**src/hdl/qpmm_pkg.sv**
```systemverilog
// Package for the plus-layout quadrotor motor mixer.
// Types, register codes, reset values and rounding/saturation helpers.
// No dependencies.
package qpmm_pkg;

  localparam int unsigned NUM_STAGES = 6;
  localparam int unsigned NUM_MOTORS = 4;

  typedef logic signed [31:0] q16_t;
  typedef logic signed [48:0] wide_t;
  typedef logic [30:0]        volt_t;
  typedef logic [1:0]         cfg_idx_t;
  typedef logic [31:0]        cfg_data_t;

  localparam cfg_idx_t REG_HALF_INV_LEVER = 2'd0;
  localparam cfg_idx_t REG_INV_FORCE_PER_V = 2'd1;
  localparam cfg_idx_t REG_INV_TORQUE_PER_V = 2'd2;
  localparam cfg_idx_t REG_TORQUE_GAIN = 2'd3;

  localparam cfg_data_t RST_HALF_INV_LEVER = 32'd119156;
  localparam cfg_data_t RST_INV_FORCE_PER_V = 32'd117036;
  localparam cfg_data_t RST_INV_TORQUE_PER_V = 32'd8206382;
  localparam cfg_data_t RST_TORQUE_GAIN = 32'd34299523;

  typedef struct packed {
    cfg_data_t half_inv_lever;
    cfg_data_t inv_force_per_v;
    cfg_data_t inv_torque_per_v;
    cfg_data_t torque_gain;
  } cfg_regs_t;

  typedef struct packed {
    logic [NUM_STAGES-1:0] load;
    logic                  in_ready;
    logic                  out_valid;
  } pipe_ctl_t;

  // signed 32 x unsigned 32, exact
  function automatic logic signed [63:0] mul_su(input q16_t a, input cfg_data_t b);
    logic signed [64:0] m;
    m = a * $signed({1'b0, b});
    return m[63:0];
  endfunction

  // round half up, drop 16 fraction bits
  function automatic wide_t rnd16(input logic signed [63:0] p);
    logic signed [64:0] t;
    t = {p[63], p} + 65'sd32768;
    return t[64:16];
  endfunction

  function automatic q16_t sat32(input logic signed [63:0] x);
    if (x > 64'sd2147483647) return 32'sh7fffffff;
    if (x < -64'sd2147483648) return 32'sh80000000;
    return x[31:0];
  endfunction

endpackage

```
**src/hdl/qpmm_ctrl.sv**
```systemverilog
// Pipeline valid bits and per-stage load enables with ready backpressure.
// Depends on qpmm_pkg.
module qpmm_ctrl (
  input  logic                clk,
  input  logic                rst_n,
  input  logic                in_valid,
  input  logic                out_ready,
  output qpmm_pkg::pipe_ctl_t ctl
);
  import qpmm_pkg::*;

  logic [NUM_STAGES-1:0] valid_r;
  logic [NUM_STAGES-1:0] valid_nxt;
  logic [NUM_STAGES-1:0] ready;

  always_comb begin
    ready[NUM_STAGES-1] = !valid_r[NUM_STAGES-1] || out_ready;
    for (int k = NUM_STAGES - 2; k >= 0; k--) begin
      ready[k] = !valid_r[k] || ready[k+1];
    end
  end

  always_comb begin
    valid_nxt = valid_r;
    if (ready[0]) valid_nxt[0] = in_valid;
    for (int k = 1; k < NUM_STAGES; k++) begin
      if (ready[k]) valid_nxt[k] = valid_r[k-1];
    end
    if (!ready[NUM_STAGES-1] && out_ready) valid_nxt[NUM_STAGES-1] = 1'b0;
  end

  always_ff @(posedge clk) begin
    if (!rst_n) begin
      valid_r <= '0;
    end else begin
      valid_r <= valid_nxt;
    end
  end

  assign ctl.load = ready;
  assign ctl.in_ready = ready[0];
  assign ctl.out_valid = valid_r[NUM_STAGES-1];
endmodule

```
**config.mk**
```make
export PLATFORM = sky130hd
export DESIGN_NAME = qpmm_ctrl
export DESIGN_NICKNAME = d
export VERILOG_FILES = /design/src/hdl/qpmm_pkg.sv /design/src/hdl/qpmm_ctrl.sv
export SDC_FILE = /design/constraint.sdc
export NUM_CORES = 1
export LEC_CHECK = 0
export BUFFER_PORTS_ARGS = -buffer_cell sky130_fd_sc_hd__buf_2
export CORE_AREA = 3 3 40 42
export DETAILED_ROUTE_END_ITERATION = 16
export DIE_AREA = 0 0 43 45
export GPL_ROUTABILITY_DRIVEN = 0
export PLACE_DENSITY_LB_ADDON = 0.2
export SETUP_SLACK_MARGIN = 0.3
export SLEW_MARGIN = 15
export SYNTH_ARGS = -nofsm -noshare
export SYNTH_HDL_FRONTEND = slang
export SYNTH_SLANG_ARGS = --single-unit
export TNS_END_PERCENT = 10
```
**constraint.sdc**
```tcl
create_clock -name clk -period 3.2 [get_ports clk]
set_input_delay 0.64 -clock clk [delete_from_list [all_inputs] [get_ports clk]]
set_output_delay 0.64 -clock clk [all_outputs]
set_load 0.05 [all_outputs]
```
==> results of run 1 <==
## per-stage QoR
step	total power, W	util, %	hold WS [ps]	area, um2
final	0.0001535	26.78	456.8	344.1
after global routing	0.0001678	26.78	492.2	344.1
after CTS	0.0001584	26.78	461.2	344.1
after detailed placement	0.00008724	25.02	456.7	321.6
after global placement	0.00008690	25.02	456.5	321.6
after floorplan	0.00008452	-	433.1	266.5
## per-layer routing
metal	track usage (%)	vias to the layer above	share of wire, %
li1	-	121	-
met1	6.311	106	41
met2	8.982	6	50
met3	5.976	0	8.9
met4	1.807	0	0
met5	0	-	0
## final cells by class
type,count,share of cell area [%]
inverters,3,3.273
clock buffers,3,6.545
well taps,15,5.455
repair buffers,11,16.00
flip-flops and latches,6,34.91
multi-input cells,18,33.82
## layout by cell type, fill, tap and decap left out
master and n:
buf_2 11, dfxtp_1 6, nand2_1 5, o21ai_2 3, o21a_1 3, clkbuf_4 3, nand4_1 2, inv_1 2
nand3_1 2, and4b_2 1, nor2b_1 1, and3b_1 1, inv_2 1
## power breakdown
part	leakage, nW	switching [W]	internal (W)	total (W)
Clock	0.0138	0.0000254	0.0000423	0.0000677
Sequential	0.0489	0.00000184	0.0000770	0.0000789
Combinational	0.0700	0.00000386	0.00000313	0.00000699
## cell families after synthesis
family	after synthesis	share of synthesized area, %
buffers and inverters	6	11.26
flip-flops	6	45.07
AND/OR/NAND/NOR	12	25.35
AO/OA/AOI/OAI	6	18.31
## final timing paths
| path | startpoint | endpoint | slack (ps) | cells after the start |
|---|---|---|---|---|
| worst max-delay path | out_ready | ctl[2] | 1130 | 4 |
| worst min register to register | valid_r[3]$_SDFFE_PN0P_ | valid_r[4]$_SDFFE_PN0P_ | 460 | 1 |
| worst max register to register | valid_r[5]$_SDFFE_PP0P_ | valid_r[1]$_SDFFE_PN0P_ | 2280 | 3 |
| worst min-delay path | valid_r[3]$_SDFFE_PN0P_ | valid_r[4]$_SDFFE_PN0P_ | 460 | 1 |
## critical path, delay by kind of cell
kind / cells / cell delay, ps
AND/OR/NAND/NOR: 2 / 450
buffers and inverters: 2 / 340
==> impl_metrics.toml, run 1 <==
[global_routing]
grt_max_degree = 10
antenna_found_initial = 0
overflow = 0
grt_pass1_wl_um = 807
grt_pass1_vias = 194
track_usage_pct = 6.177

[clock_tree]
path_clk_slew_ps = 40
cts_tree = "yes"
cts_resized = 0
clock_latency_ps = 240
root_buffer = "clkbuf_4"
postCtsHoldBufs = 0
clockBufferDepth = 2
h-tree-depth = 1
cts_setup_buffers = 0
cts_sinks = 6
cts_buffers = 3

[sta]
tightest_slew_ps = 251.3
skew_ps = 3.059
period_share_pct = 64.76
setup_tns_ps = 0
rsz0062_at_grt = "no"
fmaxAchievable_mhz = 482.5
max_slew_margin_pct = 83.36
slew_viol_final = 0
finalWorstSetupSlack_ps = 1128
setup_viol = 0
period_needed_ps = 2072
report.final.hold_viol_count = 0

[synth]
async_flop_share_pct = 0
ys_warn_count = 0
yosysUniqueCellTypes = 13
dominantRegCellSynth = "dfxtp_1"
syn-num-nets = 34
synth_top_area_share_pct = 45.07
synth_area_leader_cell = "dfxtp_1"
synth-edff-count = 0
avgSynthCellArea_um2 = 8.884
synth.most_common_cell = "dfxtp_1"
syn_area_um2 = 266.5
seq_area_frac_synth_pct = 45.07
ys_ff_latch = 6
synthTopCellsByArea = "dfxtp_1 45%, o21ai_2 9.9%, o21a_1 8.5%, nand2_1 7.0%, buf_4 5.6%"
ys_top_cells_by_count = "6 x dfxtp_1, 5 x nand2_1, 3 x o21a_1, 3 x o21ai_2"
syn_inst = 30

[pwr]
pwr_density_cell_mw_per_mm2 = 446.2
leakage_nw = 0.1327
ir_drop_mv = 0.1671

[final_layout]
largest_reg_flops = 6
nNetsFinal = 47
regMostFlops = "valid_r"
drive_gt1_share_pct = 46.34
top_regs = "valid_r: 6 flops"
antenna-diode-count = 0
fillerInstances = 147
stdcell_count = 56
regArea_um2 = 120.1
syn2layout_area_growth_pct = 29.11
multi_input_area_um2 = 116.4

[setup_path]
critPathKind = "in -> out"
crit_path_end_kind = "output port"
cp_common_cell = "buf_2"
required_ps = 2560
slowest_stage = "and4b_2"
path_cells = "buf_2 > and4b_2 > nand4_1 > buf_2"
cp.arrival_ps = 1430
cp-start-kind = "primary input"
path_max_fanout = 5
cpPeakStageDelay_ps = 330

[run_status]
status = "finished clean"

[drt]
ant_nets = 0
drt_wl_total_um = 506
route.detailed.drc = 0
vias = 233
vias_per_cell = 4.161
routedWlPerCell_um = 9.036
firstDrtPassIters = 2
drtIter0Drc = 1

[place]
dp_hpwl_um = 423.9
placed_cells = 53
place_ws_ps = 1125
io_buffers = 11

[floorplanning]
num_rows = 13
die_y_um = 45
io_pins = 12
core_mm2 = 0.001285
dieArea_mm2 = 0.001935
die_w_um = 43
initial_core_util_pct = 20.74

[flow_run]
maxCapViolations = 0

[worst_hold_path]
hp-class = "reg -> reg"
Power figures use the tool's default switching activity.
==> run 2, diff against run 1 <==
- clock period: 3.2 -> 1.9 ns (I/O delays scaled with it)
==> run 2 against run 1 <==
Non-clock buffer count grew 1. Global-route usage grew 0.84 points. Utilization grew 1.9 points. First-iteration DRC count grew 100%. Worst hold slack lost 110 ps. Critical path depth shrank 1. Critical path type is now reg -> out. Power grew 70%. Routed wire length grew 16%. Clock power grew 70%.
==> impl_metrics.toml, run 2 (synthesized netlist as in run 1, its figures left out) <==
[run_status]
status = "finished clean"

[global_routing]
grt_max_degree = 10
track_usage_pct = 7.018
antenna_found_initial = 0
grt_pass1_wl_um = 931
overflow = 0
grt_pass1_vias = 238

[floorplanning]
io_pins = 12
initial_core_util_pct = 20.74
die_y_um = 45
num_rows = 13
die_w_um = 43
dieArea_mm2 = 0.001935
core_mm2 = 0.001285

[clock_tree]
path_clk_slew_ps = 50
postCtsHoldBufs = 0
h-tree-depth = 1
clock_latency_ps = 240
clockBufferDepth = 2
root_buffer = "clkbuf_4"
cts_buffers = 3
cts_tree = "yes"
cts_sinks = 6

[sta]
rsz0062_at_grt = "yes"
slew_viol_final = 0
skew_ps = 6.799
setup_viol = 0
fmaxAchievable_mhz = 629.6
max_slew_margin_pct = 83.48
report.final.hold_viol_count = 0
tightest_slew_ps = 249.5
finalWorstSetupSlack_ps = 311.7
period_needed_ps = 1588
period_share_pct = 83.60

[pwr]
pwr_density_cell_mw_per_mm2 = 705.7
leakage_nw = 0.1484
p_total_w = 0.0002605
ir_drop_mv = 0.1869

[place]
dp_hpwl_um = 484.4
io_buffers = 11
place_ws_ps = 367.3

[setup_path]
cpPeakStageDelay_ps = 320
crit_path_end_kind = "output port"
r2r_slack_ps = 1010
required_ps = 1520
critPathKind = "reg -> out"
cp.arrival_ps = 1210
slowest_stage = "dfxtp_1"
path_cells = "and4b_2 > nand4_1 > buf_6"
cp-start-kind = "register"
path_max_fanout = 5

[final_layout]
syn2layout_area_growth_pct = 38.50
nNetsFinal = 48
antenna-diode-count = 0
fillerInstances = 152
largest_reg_flops = 6
layout_commonest_cell = "buf_2"
top_regs = "valid_r: 6 flops"
final_cell_mix = "8 x buf_2, 5 x nand2_1, 4 x dfxtp_1"
regMostFlops = "valid_r"
drive_gt1_share_pct = 52.38

[drt]
route.detailed.drc = 0
firstDrtPassIters = 4
vias_per_cell = 4.526
vias = 258
drt_wl_total_um = 587
routedWlPerCell_um = 10.30
ant_nets = 0
drtIter0Drc = 2

[worst_hold_path]
hp-class = "in -> reg"

[flow_run]
maxCapViolations = 0
run 2: changes by cell type in the layout (fill, tap and decap cells not counted):
cell,before,now
buf_2,11,8
buf_4,0,2
buf_6,0,2
dfxtp_1,6,4
dfxtp_2,0,2
run 2: path summary, 6_finish.rpt:
kind | startpoint | end | cells past startpoint
min reg2reg | valid_r[3]$_SDFFE_PN0P_ | valid_r[4]$_SDFFE_PN0P_ | 1
min | in_valid | valid_r[0]$_SDFFE_PN0P_ | 3
max reg2reg | valid_r[3]$_SDFFE_PN0P_ | valid_r[1]$_SDFFE_PN0P_ | 3
max | valid_r[3]$_SDFFE_PN0P_ | ctl[1] | 3
run 2: metrics by stage:
step	setup TNS, ps	cell area [um2]	util (%)	hold WS [ps]	std cells
2_1_floorplan	-65.25	270.3	-	433.1	30
3_3_place_gp	0	321.6	25.02	458.2	53
4_1_cts	0	346.6	26.97	347.2	56
5_1_grt	0	369.1	28.72	347.8	57
3_5_place_dp	0	321.6	25.02	459.2	53
6_report	0	369.1	28.72	349.1	57
run 2: critical path: cells and delay by family, from the launching register on:
kind	cells	cell delay (ps)
buf+inv	1	200
flops	1	320
simple gates	2	440
run 2: layout make-up:
class	count	area [um2]	area share, %
flip-flops and latches	6	122.6	33.22
multi-input cells	18	116.4	31.53
repair buffers	12	77.57	21.02
clock buffers	3	22.52	6.102
well taps	15	18.77	5.085
inverters	3	11.26	3.051
run 2: what timing repair did:
action,4_1_cts,5_1_grt
pin swaps,0,1
setup buffers,0,1
setup endpoints to repair,3,4
gates resized for setup,1,8
run 2: power breakdown:
group	switching [W]	leakage [nW]	internal, W
registers	0.00000328	0.0499	0.000130
logic	0.00000677	0.0847	0.00000549
clock network	0.0000439	0.0138	0.0000713
total	0.0000539	0.148	0.000207
run 2: metal layers:
layer / vias up / global-route usage [%] / part of all wire [%]
li1: 126 / - / -
met1: 120 / 6.326 / 41
met2: 10 / 10.78 / 49
met3: 2 / 3.984 / 8.2
met4: 0 / 7.229 / 2.0
met5: - / 0 / 0
==> run 3, diff against run 2 <==
- clock period: 1.9 -> 1.6 ns (I/O delays scaled with it)
==> run 3 against run 2 <==
Routed wire length increased by 1.5%. Design area up 11%. Critical path depth is the same. Non-clock buffer count unchanged. Setup slack got worse by 250 ps. Sequential cell count did not move. Largest power group unchanged.
==> impl_metrics.toml, run 3 (synthesized netlist as in run 1, its figures left out) <==
[final_layout]
antenna-diode-count = 0
stdcell_count = 57
drive_gt1_share_pct = 59.52
layout_commonest_cell = "buf_6"
regMostFlops = "valid_r"
final_cell_mix = "6 x buf_6, 5 x nand2_1, 4 x buf_2"
fin_util_pct = 31.94
syn2layout_area_growth_pct = 53.99
largest_reg_flops = 6
nNetsFinal = 48
top_regs = "valid_r: 6 flops"

[setup_path]
reg2reg_from = "valid_r[3]$_SDFFE_PN0P_"
r2r_slack_ps = 700
slowest_stage = "dfxtp_2"
crit_path_end_kind = "output port"
crit_buf_inv = 1
cp_top_family = "simple AND/OR/NAND/NOR gates"
required_ps = 1280
worstSetupEndpoint = "ctl[1]"
path_max_fanout = 5
cp-start-kind = "register"
cpPeakStageDelay_ps = 320
worstSetupPathDepth = 3
reg2reg_depth = 3
cp.arrival_ps = 1220
cp-startpoint = "valid_r[3]$_SDFFE_PN0P_"
rr_endpoint = "valid_r[1]$_SDFFE_PN0P_"
critPathKind = "reg -> out"
path_cells = "and4b_2 > nand4_1 > buf_6"

[drt]
vias_per_cell = 4.404
firstDrtPassIters = 4
routedWlPerCell_um = 10.46
drtIter0Drc = 6
drt_wl_total_um = 596
ant_nets = 0
vias = 251
route.detailed.drc = 0

[sta]
report.final.hold_viol_count = 0
setup_viol = 0
period_needed_ps = 1543
rsz0062_at_grt = "yes"
period_share_pct = 96.46
tightest_slew_ps = 248.1
slew_viol_final = 0
skew_ps = 4.549
max_slew_margin_pct = 83.57
holdWs_ps = 280.8
fmaxAchievable_mhz = 648.0

[global_routing]
grt_max_degree = 10
antenna_found_initial = 0
track_usage_pct = 7.673
overflow = 0
grt_pass1_wl_um = 993
grt_pass1_vias = 229

[flow_run]
maxCapViolations = 0

[clock_tree]
cts_buffers = 3
clockBufferDepth = 2
h-tree-depth = 1
cts_tree = "yes"
clock_latency_ps = 240
path_clk_slew_ps = 50
cts_sinks = 6
root_buffer = "clkbuf_4"

[pwr]
cellInternalPower_w = 0.0002457
pwr_density_cell_mw_per_mm2 = 753.1
switchingPower_w = 0.00006342
ir_drop_mv = 0.3039
seqPwrFrac_pct = 51.1
power_frac_clock_pct = 43.9
p_sw_share_pct = 20.52
leakage_nw = 0.1675
power.combinational.fraction_pct = 5.0

[floorplanning]
core_mm2 = 0.001285
num_rows = 13
die_w_um = 43
initial_core_util_pct = 20.74
die_y_um = 45
io_pins = 12
dieArea_mm2 = 0.001935

[place]
io_buffers = 11
placed_cells = 53
dp_hpwl_um = 453.8

[run_status]
status = "finished clean"

[worst_hold_path]
hp-class = "in -> reg"
-- run 3: worst min path at each step --
| stage | from | endpoint | slack [ps] | cells after the start |
|---|---|---|---|---|
| after CTS | in_valid | valid_r[0]$_SDFFE_PN0P_ | 270 | 3 |
| after global routing | in_valid | valid_r[0]$_SDFFE_PN0P_ | 280 | 3 |
| after detailed placement | valid_r[3]$_SDFFE_PN0P_ | valid_r[4]$_SDFFE_PN0P_ | 470 | 1 |
| final | in_valid | valid_r[0]$_SDFFE_PN0P_ | 280 | 3 |
| after floorplan | in_valid | valid_r[0]$_SDFFE_PN0P_ | 430 | 2 |
| after global placement | valid_r[3]$_SDFFE_PN0P_ | valid_r[4]$_SDFFE_PN0P_ | 460 | 1 |
-- run 3: area by class of cell --
cell class	instances	area (um2)
clock buffer	3	22.52
fill	142	874.6
inverter	3	11.26
multi-input combinational	18	123.9
sequential	6	123.9
tap	15	18.77
timing repair buffer	12	110.1
-- run 3: worst register-to-register path, cell delays in order (launching register included) --
cell and delay [ps]:
dfxtp_2 320, and4b_2 300, inv_2 90, o21ai_2 130
-- run 3: per-layer routing --
| metal | routed length (um) | vias to the layer above | global-route usage [%] |
|---|---|---|---|
| li1 | - | 125 | - |
| met3 | 63 | 0 | 6.375 |
| met1 | 216 | 116 | 7.990 |
| met5 | 0 | - | 0 |
| met4 | 0 | 0 | 5.422 |
| met2 | 315 | 10 | 10.18 |
-- run 3: what timing repair did --
item	4_1_cts	5_1_grt
hold buffers	0	0
resized for setup	8	17
setup buffers	1	0
pin swaps	1	1
setup endpoints to repair	7	7
-- run 3: per-stage QoR --
step                instance area (um2)  TNS [ps]  setup slack, ps   power, W
floorplan                         270.3    -245.2           -245.2  0.0001690
global placement                  321.6         0            196.4  0.0001741
detailed placement                321.6         0            174.5  0.0001746
CTS                               370.4         0            54.96  0.0003189
global route                      410.4    -54.82           -27.42  0.0003372
finish                            410.4         0            56.68  0.0003091
-- run 3: power groups by stage --
stage                     clock [W]  sequential (W)  combinational [W]
final                      0.000136        0.000158          0.0000154
after CTS                  0.000147        0.000158          0.0000144
after floorplan                   0        0.000160         0.00000947
after global placement            0        0.000160          0.0000137
after global routing       0.000162        0.000158          0.0000172
after detailed placement          0        0.000161          0.0000140
