===== config.mk =====
export PLATFORM = sky130hd
export DESIGN_NAME = qpmm_cfg
export DESIGN_NICKNAME = d
export VERILOG_FILES = /design/src/hdl/qpmm_pkg.sv /design/src/hdl/qpmm_cfg.sv
export SDC_FILE = /design/constraint.sdc
export NUM_CORES = 1
export LEC_CHECK = 0
export BUFFER_PORTS_ARGS = -buffer_cell sky130_fd_sc_hd__buf_2
export CAP_MARGIN = 30
export CORE_UTILIZATION = 52
export CTS_BUF_LIST = sky130_fd_sc_hd__clkbuf_4 sky130_fd_sc_hd__clkbuf_8
export CTS_CLUSTER_SIZE = 24
export DETAILED_ROUTE_END_ITERATION = 8
export HOLD_SLACK_MARGIN = 0.03
export PLACE_DENSITY = 0.82
export RECOVER_POWER = 25
export SLEW_MARGIN = 20
export SYNTH_ARGS = -nofsm -noshare
export SYNTH_HDL_FRONTEND = slang
export SYNTH_SLANG_ARGS = --single-unit

===== constraint.sdc =====
create_clock -name clk -period 1.15 [get_ports clk]
set_input_delay 0.0575 -clock clk [delete_from_list [all_inputs] [get_ports clk]]
set_output_delay 0.0575 -clock clk [all_outputs]
set_load 0.05 [all_outputs]

===== src/hdl/qpmm_pkg.sv =====
// Package for the plus-layout quadrotor motor mixer.
// Types, register codes, reset values and rounding/saturation helpers.
// No dependencies.
package qpmm_pkg;

  localparam int unsigned NUM_STAGES = 6;
  localparam int unsigned NUM_MOTORS = 4;

  typedef logic signed [31:0] q16_t;
  typedef logic signed [48:0] wide_t;
  typedef logic [30:0]        volt_t;
  typedef logic [1:0]         cfg_idx_t;
  typedef logic [31:0]        cfg_data_t;

  localparam cfg_idx_t REG_HALF_INV_LEVER = 2'd0;
  localparam cfg_idx_t REG_INV_FORCE_PER_V = 2'd1;
  localparam cfg_idx_t REG_INV_TORQUE_PER_V = 2'd2;
  localparam cfg_idx_t REG_TORQUE_GAIN = 2'd3;

  localparam cfg_data_t RST_HALF_INV_LEVER = 32'd119156;
  localparam cfg_data_t RST_INV_FORCE_PER_V = 32'd117036;
  localparam cfg_data_t RST_INV_TORQUE_PER_V = 32'd8206382;
  localparam cfg_data_t RST_TORQUE_GAIN = 32'd34299523;

  typedef struct packed {
    cfg_data_t half_inv_lever;
    cfg_data_t inv_force_per_v;
    cfg_data_t inv_torque_per_v;
    cfg_data_t torque_gain;
  } cfg_regs_t;

  typedef struct packed {
    logic [NUM_STAGES-1:0] load;
    logic                  in_ready;
    logic                  out_valid;
  } pipe_ctl_t;

  // signed 32 x unsigned 32, exact
  function automatic logic signed [63:0] mul_su(input q16_t a, input cfg_data_t b);
    logic signed [64:0] m;
    m = a * $signed({1'b0, b});
    return m[63:0];
  endfunction

  // round half up, drop 16 fraction bits
  function automatic wide_t rnd16(input logic signed [63:0] p);
    logic signed [64:0] t;
    t = {p[63], p} + 65'sd32768;
    return t[64:16];
  endfunction

  function automatic q16_t sat32(input logic signed [63:0] x);
    if (x > 64'sd2147483647) return 32'sh7fffffff;
    if (x < -64'sd2147483648) return 32'sh80000000;
    return x[31:0];
  endfunction

endpackage


===== src/hdl/qpmm_cfg.sv =====
// Configuration register file of the motor mixer.
// Depends on qpmm_pkg.
module qpmm_cfg (
  input  logic                clk,
  input  logic                rst_n,
  input  logic                cfg_we,
  input  qpmm_pkg::cfg_idx_t  cfg_idx,
  input  qpmm_pkg::cfg_data_t cfg_data,
  output qpmm_pkg::cfg_regs_t regs
);
  import qpmm_pkg::*;

  cfg_regs_t regs_r;
  cfg_regs_t regs_nxt;

  always_comb begin
    regs_nxt = regs_r;
    if (cfg_we) begin
      unique case (cfg_idx)
        REG_HALF_INV_LEVER:   regs_nxt.half_inv_lever = cfg_data;
        REG_INV_FORCE_PER_V:  regs_nxt.inv_force_per_v = cfg_data;
        REG_INV_TORQUE_PER_V: regs_nxt.inv_torque_per_v = cfg_data;
        REG_TORQUE_GAIN:      regs_nxt.torque_gain = cfg_data;
        default:              regs_nxt = regs_r;
      endcase
    end
  end

  always_ff @(posedge clk) begin
    if (!rst_n) begin
      regs_r.half_inv_lever <= RST_HALF_INV_LEVER;
      regs_r.inv_force_per_v <= RST_INV_FORCE_PER_V;
      regs_r.inv_torque_per_v <= RST_INV_TORQUE_PER_V;
      regs_r.torque_gain <= RST_TORQUE_GAIN;
    end else begin
      regs_r <= regs_nxt;
    end
  end

  assign regs = regs_r;
endmodule


==> results.sh, run 1 <==
export IMPL_synth_edf_count=0
export IMPL_fmax_ghz=0.895
export IMPL_cts_buffer_depth=2
export IMPL_finalNetCount=723
export IMPL_clockRootBuffer="clkbuf_8"
export IMPL_power_density_nw_per_um2=1520
export IMPL_routedWlPerCell_um=16.4
export IMPL_endpoint_kind="register"
export IMPL_n_fill_cell=682
export IMPL_skew_ns=0
export IMPL_tritoncts="yes"
export IMPL_synth_avg_cell_area_um2=10.4
export IMPL_numCtsBuffers=17
export IMPL_vdd_drop_max_mv=0.864
export IMPL_synth_seq_cells=128
export IMPL_cts_sinks=128
export IMPL_placed_cell_area_um2=6090
export IMPL_dr_pass1_iters=5
export IMPL_critPathCapture="regs[2]$_SDFFE_PN0P_"
export IMPL_async_flop_share_pct=0
export IMPL_grt_pass1_wl_um=20900
export IMPL_setup_viol=0
export IMPL_synth_ff_type="dfxtp_1"
export IMPL_portBuffers=164
export IMPL_finalMaxSlewViolations=0
export IMPL_syn_area_um2=5020
export IMPL_yosysSeqAreaShare_pct=51.0
export IMPL_fin_crit_sh_pct=97.1
export IMPL_area_growth_pct=34.5
export IMPL_worstSetupStartpointType="primary input"
export IMPL_slew_headroom_pct=47.7
export IMPL_drv_cap=0
export IMPL_rsz0062_at_grt="no"
export IMPL_worstSetupStartpoint="cfg_data[2]"
export IMPL_clk_latency_ns=0.42
export IMPL_antenna_found_initial=0
export IMPL_drive_gt1_share_pct=30.6
export IMPL_yosysTopAreaCellShare_pct=51.0
export IMPL_num_antenna_cells=0
export IMPL_start_util_pct=54.1
export IMPL_clkTransAtPathRegs_ns=0.07
export IMPL_io_pins=165
export IMPL_min_delay_start="rst_n"
export IMPL_grt_total_usage_pct=27.1
export IMPL_cts_max_level=4
export IMPL_synthCells=485
export IMPL_hold_path_class="primary input to register"
export IMPL_synth_top_cell_by_area="dfxtp_1"
export IMPL_r2r_end="regs[104]$_SDFFE_PN1P_"
export IMPL_yosysWarnings=0
export IMPL_tightestPinTransition_ns=0.785
export IMPL_drc=0
export IMPL_grt_ovfl_total=0
export IMPL_fin_area_um2=6760
export IMPL_worstReg2RegStart="regs[104]$_SDFFE_PN1P_"
export IMPL_p_leak_uw=0.00333
export IMPL_yosysMostFrequentCell="dfxtp_1"
export IMPL_syn_num_nets=522
export IMPL_grt_max_degree=41
export IMPL_first_iter_violations=133
export IMPL_rows=35
export IMPL_ant_nets=0
export IMPL_vias=4199
export IMPL_ys_top_cells_by_area="dfxtp_1 (51%), mux2i_1 (23%), nand2_1 (8.7%), nor2b_1 (5.0%), o211ai_1 (1.9%)"
export IMPL_hold_violations=0
export IMPL_core_um2=9280
export IMPL_vias_per_cell=5.07
export IMPL_die_width_um=100
export IMPL_grt_pass1_vias=4305
export IMPL_largest_reg_flops=128
export IMPL_reg2reg_slack_ns=0.41
export IMPL_ff2ff_path_depth=2
export IMPL_die_h_um=100
export IMPL_tns_ns=0
export IMPL_dp_hpwl_um=8880
export IMPL_layout_setup_ws_ns=0.0330
export IMPL_crit_required_ns=1.44
export IMPL_place_congestion=0.832
export IMPL_cts_setup_buffers=0
export IMPL_worstSetupPathType="primary input to register"
export IMPL_wirelength_um=13600
export IMPL_status="finished clean"
export IMPL_cp_data_arrival_time_ns=1.41
export IMPL_critPathMaxFanout=2
export IMPL_dieArea_um2=10100
export IMPL_total_power_uw=10300
export IMPL_pre_cts_slack_ns=0.0389
export IMPL_synthTopCellsByCount="dfxtp_1 (128), nand2_1 (117), mux2i_1 (115)"
export IMPL_fin_util_pct=72.8
export IMPL_period_needed_ns=1.12
export IMPL_yosysUniqueCellTypes=19
-- placed cells by master, fill, tap and decap left out, types with 9 or more instances in the layout --
cell type      instances
nand2_1              117
nor2b_1               40
dfxtp_1              128
o211ai_1              13
dlygate4sd3_1         34
clkbuf_8              19
inv_1                 13
buf_4                  9
buf_2                138
mux2i_1              115
clkbuf_4              23
-- kinds of logic after synthesis --
group / share of synthesized area [%]
AND/OR/NAND/NOR: 17.7
flip-flops: 51.0
multiplexers: 22.9
buffers and inverters: 6.45
AO/OA/AOI/OAI: 1.94
-- how the worst min path moves through the flow --
stage,cells after the start,endpoint,slack [ns]
finish,3,regs[36]$_SDFFE_PN0P_,0.08
global route,3,regs[98]$_SDFFE_PN1P_,0.08
CTS,3,regs[36]$_SDFFE_PN0P_,0.04
detailed placement,3,regs[46]$_SDFFE_PN0P_,0.33
global placement,3,regs[5]$_SDFFE_PN0P_,0.32
floorplan,2,regs[107]$_SDFFE_PN0P_,0.20
-- metrics by stage --
step / hold slack (ns) / instances
5_1_grt: 0.0758 / 828
4_1_cts: 0.0399 / 828
6_report: 0.0815 / 828
3_5_place_dp: 0.333 / 762
2_1_floorplan: 0.200 / 485
3_3_place_gp: 0.324 / 762
-- layer usage --
metal	wire length [µm]	up-vias	share of wire, %	track usage [%]
li1	-	2011	-	-
met5	0	-	0	0
met1	5540	1997	41	29.8
met2	6890	164	51	46.9
met4	365	0	2.7	14.2
met3	810	27	6.0	8.36
-- critical path, stage by stage --
cell and delay [ns]:
dlygate4sd3_1 0.54, buf_2 0.13, nand2_1 0.06, dlygate4sd3_1 0.55, mux2i_1 0.07
-- power breakdown --
part           internal (µW)  switching [µW]  leakage [µW]
clock network           2260            1780      0.000204
logic                    498            1050       0.00208
registers               4600            90.7       0.00104
-- layout make-up --
| cell class | count | area (µm²) | area share, % |
|---|---|---|---|
| Clock inverter | 13 | 161 | 2.39 |
| Sequential cell | 128 | 2560 | 37.9 |
| Timing Repair Buffer | 221 | 1450 | 21.5 |
| Tap cell | 129 | 161 | 2.39 |
| Inverter | 13 | 48.8 | 0.722 |
| Clock buffer | 19 | 262 | 3.87 |
| Multi-Input combinational cell | 305 | 2110 | 31.2 |
-- what timing repair did --
action | CTS | global route
hold endpoints to repair | 126 | 0
setup endpoints to repair | 0 | 22
resized for setup | 0 | 22
hold buffers | 34 | 0
(Power assumes the default switching activity.)
==> run 2: changes to the inputs <==
--- a/config.mk
+++ b/config.mk
@@ -14,6 +14,7 @@
 export HOLD_SLACK_MARGIN = 0.03
 export PLACE_DENSITY = 0.82
 export RECOVER_POWER = 25
+export REMOVE_ABC_BUFFERS = 1
 export SLEW_MARGIN = 20
 export SYNTH_ARGS = -nofsm -noshare
 export SYNTH_HDL_FRONTEND = slang
==> run 2 against run 1 <==
Worst hold slack got worse by 0.050 ns. Die area is the same. Global-route usage is 1.3 points lower. Largest power group unchanged. Routed wire length is 6.8% lower. First-iteration DRC count fell by 15%. Critical endpoint is now regs[88].
==> results.sh, run 2 (same netlist as run 1, synthesis figures left out) <==
export IMPL_status="finished clean"
export IMPL_tritoncts="yes"
export IMPL_dr_pass1_iters=4
export IMPL_final_cell_mix="buf_2 (161), dfxtp_1 (128), nand2_1 (117)"
export IMPL_n_fill_cell=691
export IMPL_layout_commonest_cell="buf_2"
export IMPL_hold_violations=0
export IMPL_wirelength_um=12700
export IMPL_reg2reg_slack_ns=0.44
export IMPL_cp_cell_sequence="buf_2"
export IMPL_multiInputGateArea_um2=2090
export IMPL_rows=35
export IMPL_p_leak_uw=0.00332
export IMPL_cpPeakStageDelay_ns=0.35
export IMPL_grt_pass1_vias=4219
export IMPL_vias=4172
export IMPL_fmax_ghz=0.898
export IMPL_cts_buffer_depth=2
export IMPL_rsz0062_at_grt="no"
export IMPL_routedWlPerCell_um=15.3
export IMPL_crit_required_ns=1.09
export IMPL_io_pins=165
export IMPL_slew_headroom_pct=65.1
export IMPL_dp_hpwl_um=8570
export IMPL_endpoint_kind="primary output"
export IMPL_ant_nets=0
export IMPL_first_iter_violations=113
export IMPL_clkTransAtPathRegs_ns=0.07
export IMPL_fin_crit_sh_pct=96.9
export IMPL_tns_ns=0
export IMPL_vias_per_cell=5.03
export IMPL_drive_gt1_share_pct=31.2
export IMPL_numCtsBuffers=17
export IMPL_setup_viol=0
export IMPL_placed_cell_area_um2=6080
export IMPL_tightestPinTransition_ns=0.523
export IMPL_critPathSlowestCell="dfxtp_1"
export IMPL_fin_cells=830
export IMPL_cp_data_arrival_time_ns=1.06
export IMPL_fin_area_um2=6670
export IMPL_grt_total_usage_pct=25.8
export IMPL_cts_sinks=128
export IMPL_drv_cap=0
export IMPL_skew_ns=0
export IMPL_worstSetupPathType="register to primary output"
export IMPL_grt_ovfl_total=0
export IMPL_period_needed_ns=1.11
export IMPL_finalMaxSlewViolations=0
export IMPL_clockRootBuffer="clkbuf_8"
export IMPL_cts_setup_buffers=0
export IMPL_clk_latency_ns=0.41
export IMPL_place_congestion=0.794
export IMPL_area_growth_pct=32.7
export IMPL_vdd_drop_max_mv=0.815
export IMPL_die_h_um=100
export IMPL_antenna_found_initial=0
export IMPL_start_util_pct=54.1
export IMPL_grt_pass1_wl_um=20000
export IMPL_cpLargestDelayFamily="flip-flops"
export IMPL_place_inst=766
export IMPL_core_um2=9280
export IMPL_worstSetupStartpointType="register"
export IMPL_num_antenna_cells=0
export IMPL_die_width_um=100
export IMPL_largest_reg_flops=128
export IMPL_grt_max_degree=64
export IMPL_ff_latch_area_um2=2560
export IMPL_hold_path_class="primary input to register"
export IMPL_cts_max_level=4
export IMPL_dieArea_um2=10100
export IMPL_portBuffers=164
export IMPL_total_power_uw=10200
export IMPL_finalNetCount=726
export IMPL_critPathBufInv=1
export IMPL_drc=0
export IMPL_critPathMaxFanout=2
export IMPL_power_density_nw_per_um2=1530
## run 2: layout make-up
| class | instances | area share [%] |
|---|---|---|
| inverter | 13 | 0.732 |
| tap | 129 | 2.42 |
| sequential | 128 | 38.4 |
| multi-input combinational | 305 | 31.4 |
| clock buffer | 21 | 4.15 |
| clock inverter | 10 | 2.05 |
| timing repair buffer | 224 | 20.8 |
## run 2: what timing repair did
action	CTS	global route
gates resized for setup	0	1
endpoints found under the setup margin	0	2
endpoints found under the hold margin	126	0
hold buffers	34	0
## run 2: worst paths after layout
kind / startpoint / to / cells after the start
max: regs[88]$_SDFFE_PN0P_ / regs[88] / 1
min: cfg_we / regs[25]$_SDFFE_PN1P_ / 3
max reg2reg: regs[105]$_SDFFE_PN0P_ / regs[105]$_SDFFE_PN0P_ / 2
min reg2reg: regs[40]$_SDFFE_PN0P_ / regs[40]$_SDFFE_PN0P_ / 2
## run 2: report_power, final
part           internal [µW]  leakage, µW  switching [µW]
clock network           2290     0.000204            1700
logic                    476      0.00207            1030
registers               4600      0.00104            86.4
total                   7360      0.00332            2820
## run 2: through the flow
step	hold WS, ns	worst slack, ns	utilization, %
after floorplan	0.146	-1.05	-
after global placement	0.317	0.0963	65.5
after detailed placement	0.329	0.0184	65.5
after CTS	0.0985	0.00998	73.6
after global routing	0.119	0.00550	71.8
final	0.0319	0.0361	71.8
## run 2: per-layer routing
metal | up-vias | global-route usage [%] | wire length [µm] | share of wire (%)
li1 | 2020 | - | - | -
met1 | 1974 | 29.4 | 5290 | 42
met2 | 147 | 44.8 | 6410 | 50
met3 | 31 | 5.22 | 619 | 4.9
met4 | 0 | 14.8 | 371 | 2.9
met5 | - | 0 | 0 | 0
==> run 3: changes to the inputs <==
--- a/config.mk
+++ b/config.mk
@@ -15,6 +15,7 @@
 export PLACE_DENSITY = 0.82
 export RECOVER_POWER = 25
 export REMOVE_ABC_BUFFERS = 1
+export SETUP_SLACK_MARGIN = 0.2
 export SLEW_MARGIN = 20
 export SYNTH_ARGS = -nofsm -noshare
 export SYNTH_HDL_FRONTEND = slang
==> constraint.sdc (replaced) <==
create_clock -name clk -period 1.15 [get_ports clk]
set_input_delay 0.23 -clock clk [delete_from_list [all_inputs] [get_ports clk]]
set_output_delay 0.23 -clock clk [all_outputs]
set_load 0.05 [all_outputs]
==> run 3 against run 2 <==
Global-route usage rose by 6.3 points. Clock power fell by 3%. Critical path type unchanged. Worst setup slack got worse by 0.073 ns. Core utilization rose by 17 points. Final cell count rose by 4.0%. Critical endpoint is now regs[38]. The run now ends with setup timing left.
==> results.sh, run 3 (same netlist as run 1, synthesis figures left out) <==
export IMPL_wl_met1_um=6510
export IMPL_slew_headroom_pct=72.2
export IMPL_numCtsBuffers=17
export IMPL_cts_max_level=4
export IMPL_worstSetupPathType="register to primary output"
export IMPL_clockRootBuffer="clkbuf_8"
export IMPL_cp_cell_sequence="buf_8"
export IMPL_fin_area_um2=8260
export IMPL_layout_setup_ws_ns=-0.0370
export IMPL_dp_hpwl_um=8810
export IMPL_critPathBufInv=1
export IMPL_dr_pass1_iters=5
export IMPL_ant_nets=0
export IMPL_placed_cell_area_um2=6190
export IMPL_cts_sinks=128
export IMPL_tritoncts="yes"
export IMPL_vias_per_cell=5.55
export IMPL_routedWlPerCell_um=22.2
export IMPL_die_h_um=100
export IMPL_finalNetCount=757
export IMPL_endpoint_kind="primary output"
export IMPL_cpPeakStageDelay_ns=0.37
export IMPL_multiInputGateArea_um2=2110
export IMPL_die_width_um=100
export IMPL_path_depth=1
export IMPL_grt_total_usage_pct=32.0
export IMPL_p_leak_uw=0.00389
export IMPL_dr_wl_met2_um=10000
export IMPL_finalMaxSlewViolations=0
export IMPL_vdd_drop_max_mv=1.12
export IMPL_ff_latch_area_um2=2730
export IMPL_hold_violations=0
export IMPL_n_fill_cell=357
export IMPL_status="finished with violations"
export IMPL_final_cell_mix="dfxtp_2 (126), buf_8 (122), nand2_1 (117)"
export IMPL_grt_pass1_wl_um=24200
export IMPL_ff2ff_path_depth=3
export IMPL_highest_layer="met4"
export IMPL_critPathSlowestCell="dfxtp_2"
export IMPL_cts_buffer_depth=2
export IMPL_drive_gt1_share_pct=56.8
export IMPL_tns_ns=-1.20
export IMPL_violations="setup timing"
export IMPL_wirelength_um=19200
export IMPL_setup_viol=101
export IMPL_drc=0
export IMPL_clkTransAtPathRegs_ns=0.08
export IMPL_first_iter_violations=261
export IMPL_largest_reg_flops=128
export IMPL_clk_latency_ns=0.42
export IMPL_power_density_nw_per_um2=1290
export IMPL_core_um2=9280
export IMPL_drv_cap=0
export IMPL_grt_max_degree=50
export IMPL_whs_path_depth=3
export IMPL_fin_crit_sh_pct=103
export IMPL_antenna_found_initial=1
export IMPL_hold_path_class="primary input to register"
export IMPL_grt_pass1_vias=4609
export IMPL_io_pins=165
export IMPL_skew_ns=0
export IMPL_vias=4787
export IMPL_layout_commonest_cell="dfxtp_2"
export IMPL_period_needed_ns=1.19
export IMPL_area_growth_pct=64.5
export IMPL_place_congestion=0.826
export IMPL_tightestPinTransition_ns=0.416
export IMPL_grt_ovfl_total=0
export IMPL_cp_data_arrival_time_ns=0.96
export IMPL_dieArea_um2=10100
export IMPL_rsz0062_at_grt="yes"
export IMPL_cpLargestDelayFamily="flip-flops"
export IMPL_rows=35
export IMPL_fmax_ghz=0.842
export IMPL_worstSetupStartpointType="register"
export IMPL_start_util_pct=54.1
export IMPL_route_met3_wl_um=1510
export IMPL_portBuffers=164
export IMPL_critPathMaxFanout=2
export IMPL_crit_required_ns=0.92
-- run 3: tightest hold or removal path: cells and delay by family --
family	cells	cell delay, ns
buf+inv	1	0.11
simple gates	1	0.06
mux	1	0.06
-- run 3: report_power, final --
group / leakage, µW / switching, µW / internal [µW]
sequential: 0.00106 / 169 / 4630
clock: 0.000196 / 1880 / 2010
combinational: 0.00263 / 1150 / 821
-- run 3: routing by layer --
layer / GRT usage, % / up-vias
met5: 0 / -
met4: 19.0 / 0
met3: 7.17 / 98
met2: 59.4 / 314
met1: 32.8 / 2290
li1: - / 2085
-- run 3: timing repair --
item | in CTS | in global routing
hold buffers | 0 | 0
setup buffers | 16 | 35
setup endpoints to repair | 128 | 130
gates cloned | 0 | 0
gates resized for setup | 477 | 36
-- run 3: worst paths after layout --
check / from / slack, ns / to
worst max-delay path: regs[38]$_SDFFE_PN0P_ / -0.04 / regs[38]
worst min-delay path: cfg_data[5] / 0.07 / regs[5]$_SDFFE_PN0P_
worst max register to register: regs[12]$_SDFFE_PN1P_ / 0.16 / regs[12]$_SDFFE_PN1P_
worst min register to register: regs[47]$_SDFFE_PN0P_ / 0.47 / regs[47]$_SDFFE_PN0P_
-- run 3: stage by stage --
| stage | cells | total power, µW | util (%) | hold WS (ns) | worst slack (ns) |
|---|---|---|---|---|---|
| floorplan | 446 | 5690 | - | 0.319 | -1.22 |
| global placement | 779 | 6240 | 66.7 | 0.440 | -0.0779 |
| detailed placement | 779 | 6280 | 66.7 | 0.445 | -0.153 |
| CTS | 827 | 10400 | 86.3 | 0.0500 | -0.0169 |
| global route | 863 | 11000 | 89.0 | 0.0709 | -0.0664 |
| finish | 863 | 10700 | 89.0 | 0.0670 | -0.0370 |
-- run 3: area by class of cell --
cell class,count,area share (%)
diodes,1,0.0303
clock buffers,19,3.09
clock inverters,13,1.67
inverters,13,0.591
multi-input cells,305,25.6
flip-flops and latches,128,33.0
well taps,129,1.95
repair buffers,255,34.1
